`src/sv/bmrd_pkg.sv`:
```
package bmrd_pkg;

    localparam int W = 32;

    localparam logic OP_MUL = 1'b0;
    localparam logic OP_DIV = 1'b1;

    // Booth recoding of {q[0], q[-1]}
    localparam logic [1:0] BOOTH_ADD = 2'b01;
    localparam logic [1:0] BOOTH_SUB = 2'b10;

    typedef struct packed {
        logic               op;
        logic signed [31:0] multiplier;
        logic signed [31:0] multiplicand;
        logic        [63:0] dividend;
        logic        [31:0] divisor;
    } in_t;

    typedef struct packed {
        logic signed [63:0] product;
        logic        [31:0] quotient;
        logic        [31:0] remainder;
        logic               divide_overflow;
    } out_t;

    // State carried from cell to cell. Multiply: acc/low/bit_m1 are the Booth
    // register, opnd the multiplicand. Divide: acc[W-1:0] is the partial remainder,
    // low the dividend low half that turns into the quotient, opnd the divisor.
    typedef struct packed {
        logic           valid;
        logic           op;
        logic           ovf;
        logic [W:0]     acc;
        logic [W-1:0]   low;
        logic           bit_m1;
        logic [W-1:0]   opnd;
    } stage_t;

endpackage

```
`src/sv/bmrd_cell.sv`:
```
module bmrd_cell (
    input  logic              aclk,
    input  logic              aresetn,
    input  logic              en,
    input  bmrd_pkg::stage_t  stage_in,
    output bmrd_pkg::stage_t  stage_out
);

    logic                       valid_reg;
    bmrd_pkg::stage_t           data_reg;
    bmrd_pkg::stage_t           data_next;
    logic [1:0]                 booth_sel;
    logic [bmrd_pkg::W:0]       sum;
    logic [bmrd_pkg::W:0]       opnd_ext;
    logic [bmrd_pkg::W:0]       wide;
    logic [bmrd_pkg::W+1:0]     diff;

    always_comb begin
        data_next = stage_in;
        booth_sel = {stage_in.low[0], stage_in.bit_m1};
        opnd_ext  = {stage_in.opnd[bmrd_pkg::W-1], stage_in.opnd};
        wide      = {stage_in.acc[bmrd_pkg::W-1:0], stage_in.low[bmrd_pkg::W-1]};
        diff      = {1'b0, wide} - {2'b00, stage_in.opnd};
        sum       = stage_in.acc;

        if (stage_in.op == bmrd_pkg::OP_MUL) begin
            case (booth_sel)
                bmrd_pkg::BOOTH_ADD: sum = stage_in.acc + opnd_ext;
                bmrd_pkg::BOOTH_SUB: sum = stage_in.acc - opnd_ext;
                default:             sum = stage_in.acc;
            endcase
            // arithmetic shift right of {acc, low, bit_m1}
            data_next.acc    = {sum[bmrd_pkg::W], sum[bmrd_pkg::W:1]};
            data_next.low    = {sum[0], stage_in.low[bmrd_pkg::W-1:1]};
            data_next.bit_m1 = stage_in.low[0];
        end else begin
            // trial subtract on the full W+1 bit shifted remainder
            if (!diff[bmrd_pkg::W+1]) begin
                data_next.acc = {1'b0, diff[bmrd_pkg::W-1:0]};
                data_next.low = {stage_in.low[bmrd_pkg::W-2:0], 1'b1};
            end else begin
                data_next.acc = {1'b0, wide[bmrd_pkg::W-1:0]};
                data_next.low = {stage_in.low[bmrd_pkg::W-2:0], 1'b0};
            end
        end
    end

    always_ff @(posedge aclk) begin
        if (!aresetn) begin
            valid_reg <= 1'b0;
        end else if (en) begin
            valid_reg <= stage_in.valid;
        end
    end

    always_ff @(posedge aclk) begin
        if (en) begin
            data_reg <= data_next;
        end
    end

    always_comb begin
        stage_out       = data_reg;
        stage_out.valid = valid_reg;
    end

endmodule

```
`config.mk`:
```
export PLATFORM = sky130hd
export DESIGN_NAME = bmrd_cell
export DESIGN_NICKNAME = d
export VERILOG_FILES = /design/src/sv/bmrd_pkg.sv /design/src/sv/bmrd_cell.sv
export SDC_FILE = /design/constraint.sdc
export NUM_CORES = 1
export LEC_CHECK = 0
export ABC_AREA = 1
export BUFFER_PORTS_ARGS = -buffer_cell sky130_fd_sc_hd__buf_2
export CAP_MARGIN = 10
export CORE_MARGIN = 3
export CORE_UTILIZATION = 40
export DETAILED_ROUTE_END_ITERATION = 6
export PLACE_DENSITY = 0.65
export SLEW_MARGIN = 20
export SYNTH_ARGS = -nofsm -noshare
export SYNTH_HDL_FRONTEND = slang
export SYNTH_SLANG_ARGS = --single-unit
```
`constraint.sdc`:
```
create_clock -name aclk -period 3.9 [get_ports aclk]
set_input_delay 0.195 -clock aclk [delete_from_list [all_inputs] [get_ports aclk]]
set_output_delay 0.195 -clock aclk [all_outputs]
set_load 0.005 [all_outputs]
```
==> out/results.ini <==
[run_status]
outcome=finished clean

[synthesis]
synth_fa_ha_area_share_pct=9.280
syn-num-nets=1491
ys.warnings.count=0
synth_cell_area_sq_mm=0.009330
synth_seq_area_share_pct=32.40
yosys-mux-area-fraction_pct=0
syn_area_per_cell_sq_um=7.074
synth.ff_latch_count=101
postSynth.asyncResetShare_pct=0
number_of_synthesized_flops_with_an_enable_pin=100
simple_logic_cell_fraction_of_the_synthesized_area_pct=27.95
synth.lib_cells_used.distinct=42
synth_top_flop_cell=sky130_fd_sc_hd__edfxtp_1
syn-instance-count=1319
synth_xor_xnor_area_share_pct=6.008
main_combinational_cell_family_by_area_after_synthesis=simple AND/OR/NAND/NOR gates
compound_cell_area_share_of_the_yosys_netlist_pct=15.93

[floorplan]
initial_utilization_pct=40.96
fp.dieW_microns=158.7
die_y_microns=158.7
die_area_sq_mm=0.02519
placementRows=55
boundaryPins=205
core_area_sq_mm=0.02278

[placed_design]
io_buffer_count=204
gp_routability_congestion=0.9729
dp_hpwl_mm=26.26
postPlaceCellArea_sq_mm=0.01064

[timing]
period_needed_ps=3427
worst-slew-pin-transition_ps=889.0
layout_worst_path_cycle_share_pct=87.87
timing.slew.headroom_pct=40.73
finClkSkew_ps=0
fmax_achieved_mhz=291.8
hold_viol=0
final-max-slew-violation-count=0
setup_viol=0
rsz_0062_raised_after_global_routing=no
fin_tns_setup_ps=0

[cells_and_area]
n_antenna_cell=0
layout.cell_area.non_filler_sq_mm=0.01097
post_route_cells_drive_above_1_share_pct=17.13
areaGrowthSynthToFinish_pct=17.54
largest_register_ffs=100
n_fill_cell=2341
post-route-util_pct=48.15
num-nets-final=1685

[worst_setup_path]
cp_slowest_cell=sky130_fd_sc_hd__o21ai_0
crit_path_max_fanout=5
kind_of_cell_with_the_highest_combined_delay_on_the_critical_path=simple AND/OR/NAND/NOR gates
crit_path_start_kind=input pin
critPathMaxStageDelay_ps=400
cp_capture_type=register
cp.required_ps=4020
critPathMostFrequentCell=sky130_fd_sc_hd__nand2_1
crit_chain=buf_2, inv_1, ha_1, nand2_1, nor2_1, nand2_1, inv_2, nand3_1, o21ai_0, o21ai_0, xor2_1, ha_1, nand2_1, nor2_1, nand2_1, nor4_1, nand2_1, nand2_1, nor2_1, o21ai_0, nand2_1
cp.arrival_ps=3550
path_class=input pin to register
critical_path.n_buffers_inverters=3

[grt]
grt_first_pass_wirelength_mm=50.16
grt.total_usage_pct=25.07
grt_overflow=0
antenna_found_initial=0
vias_in_the_first_global_route=9148
grt_start_max_net_pins=75

[pwr]
pwr-share-clk_pct=25.8
total_power_mw=3.773
power_switching_mw=1.466
p_int_mw=2.307
vdd_ir_drop_max_mv=0.2066
power.share.sequential_pct=36.1
power_per_cell_area_mw_per_mm2=344.0
p_sw_share_pct=38.86
share_of_power_burned_in_combinational_logic_pct=38.1
leakage_nw=5.320

[drt]
routed_wire_length_per_instance_microns=17.78
drt_pass1_iterations=7
drc=0
routed_wl_mm=32.56
routed_via_density=5.263
detailedRoute.firstIterationViolations=861
dr_total_vias=9637
route.antenna.remaining_nets=0

[clock_network]
clk_root_buffer_cell=sky130_fd_sc_hd__clkbuf_16
resized_cells_post_cts=0
clkSinkCount=101
clock_latency_on_the_worst_skew_pair_ps=360
htree_num_levels=3
post_cts.repair.setup_buffers=0
cts_tree=yes
cts-root-to-sink-buffers=2
tritoncts.num_buffers=9
path_clk_slew_ps=90

[flow_run]
max_capacitance_violation_total=0

[worst_hold_path]
min-delay-path-class=input pin to register

[power groups by stage]
stage / sequential [mW] / combinational (mW) / clock [mW]
after global placement: 1.39 / 1.40 / 0
final: 1.36 / 1.44 / 0.975
after CTS: 1.36 / 1.42 / 0.995
after detailed placement: 1.39 / 1.41 / 0
after floorplan: 1.40 / 0.876 / 0
after global routing: 1.37 / 1.59 / 1.04
[timing repair]
| item | CTS | global route |
|---|---|---|
| hold buffers | 1 | 0 |
| setup endpoints to repair | 0 | 0 |
| endpoints found under the hold margin | 1 | 0 |
[synthesized netlist by cell type (4+ instances only)]
library cell,instances,area share (%)
sky130_fd_sc_hd__nand2_1,357,14
sky130_fd_sc_hd__inv_1,158,6.4
sky130_fd_sc_hd__nor2_1,130,5.2
sky130_fd_sc_hd__a21oi_1,109,5.8
sky130_fd_sc_hd__edfxtp_1,100,32
sky130_fd_sc_hd__o21ai_0,84,4.5
sky130_fd_sc_hd__nand3_1,83,4.5
sky130_fd_sc_hd__ha_1,66,8.9
sky130_fd_sc_hd__xor2_1,44,4.1
sky130_fd_sc_hd__o21ai_1,22,1.2
sky130_fd_sc_hd__xnor2_1,20,1.9
sky130_fd_sc_hd__nor3_1,19,1.0
sky130_fd_sc_hd__clkbuf_1,18,0.72
sky130_fd_sc_hd__o211ai_1,15,1.2
sky130_fd_sc_hd__a21o_1,13,1.0
sky130_fd_sc_hd__o21bai_1,10,0.80
sky130_fd_sc_hd__nand4_1,8,0.54
sky130_fd_sc_hd__nor4_1,6,0.40
sky130_fd_sc_hd__o21a_1,6,0.48
sky130_fd_sc_hd__inv_2,5,0.20
sky130_fd_sc_hd__nand2_2,5,0.34
sky130_fd_sc_hd__buf_6,4,0.48
sky130_fd_sc_hd__nor3_2,4,0.43
[layout by cell type, fill, tap and decap left out, types with 3 or more instances in the layout]
| cell type | instances |
|---|---|
| sky130_fd_sc_hd__o21bai_1 | 10 |
| sky130_fd_sc_hd__nand2_1 | 357 |
| sky130_fd_sc_hd__nor3_1 | 19 |
| sky130_fd_sc_hd__edfxtp_1 | 100 |
| sky130_fd_sc_hd__nor2_2 | 3 |
| sky130_fd_sc_hd__nor4_1 | 6 |
| sky130_fd_sc_hd__a21o_1 | 13 |
| sky130_fd_sc_hd__inv_2 | 6 |
| sky130_fd_sc_hd__nand2_2 | 5 |
| sky130_fd_sc_hd__o21ai_2 | 3 |
| sky130_fd_sc_hd__ha_1 | 66 |
| sky130_fd_sc_hd__nor2_1 | 130 |
| sky130_fd_sc_hd__inv_1 | 157 |
| sky130_fd_sc_hd__inv_8 | 3 |
| sky130_fd_sc_hd__nand4_1 | 8 |
| sky130_fd_sc_hd__xnor2_1 | 20 |
| sky130_fd_sc_hd__xor2_1 | 44 |
| sky130_fd_sc_hd__nor3_2 | 4 |
| sky130_fd_sc_hd__buf_4 | 9 |
| sky130_fd_sc_hd__nand3b_1 | 3 |
| sky130_fd_sc_hd__o211ai_1 | 15 |
| sky130_fd_sc_hd__a21oi_1 | 109 |
| sky130_fd_sc_hd__buf_2 | 203 |
| sky130_fd_sc_hd__o21a_1 | 6 |
| sky130_fd_sc_hd__o21ai_0 | 84 |
| sky130_fd_sc_hd__nand3_1 | 83 |
| sky130_fd_sc_hd__o21ai_1 | 22 |
| sky130_fd_sc_hd__clkbuf_16 | 9 |
[path summary, 6_finish.rpt]
check | from | end | slack [ps] | cells past startpoint
setup / recovery | stage_in[1] | stage_out[94] | 470 | 21
hold / removal | stage_in[15] | stage_out[15] | 20 | 1
setup reg to reg | valid_reg | valid_reg | 3270 | 2
hold reg to reg | valid_reg | valid_reg | 550 | 2
[logic make-up (layout without fill, tap and decap cells)]
family,Yosys count,after routing
simple gates,624,624
flops,101,101
fa+ha+maj,68,68
compound gates,267,267
buf+inv,195,394
xor+xnor,64,64
[area by class of cell]
class                      count  area, sq um  share of cell area [%]
multi-input combinational   1023         5520                   50.34
sequential                   101         3023                   27.56
timing repair buffer         213         1094                   9.971
inverter                     165        621.8                   5.670
tap                          313        391.6                   3.571
clock buffer                   9        225.2                   2.054
clock inverter                 7        91.34                  0.8329
[per-stage QoR]
step                std cells  hold WS, ps  worst slack, ps
global placement         1814        371.0            299.5
detailed placement       1814        376.9            245.2
CTS                      1831        4.049            516.4
finish                   1831        15.38            473.0
global route             1831        1.923            141.6
floorplan                1319        288.5             1027
[routing by layer]
layer | track usage [%] | vias up | share of wire [%]
met1 | 35.98 | 4411 | 46
li1 | - | 4780 | -
met2 | 40.26 | 409 | 44
met5 | 0 | - | 0
met4 | 6.049 | 0 | 2.0
met3 | 3.209 | 37 | 7.9
Note: power is estimated with default switching activity, not from simulation.
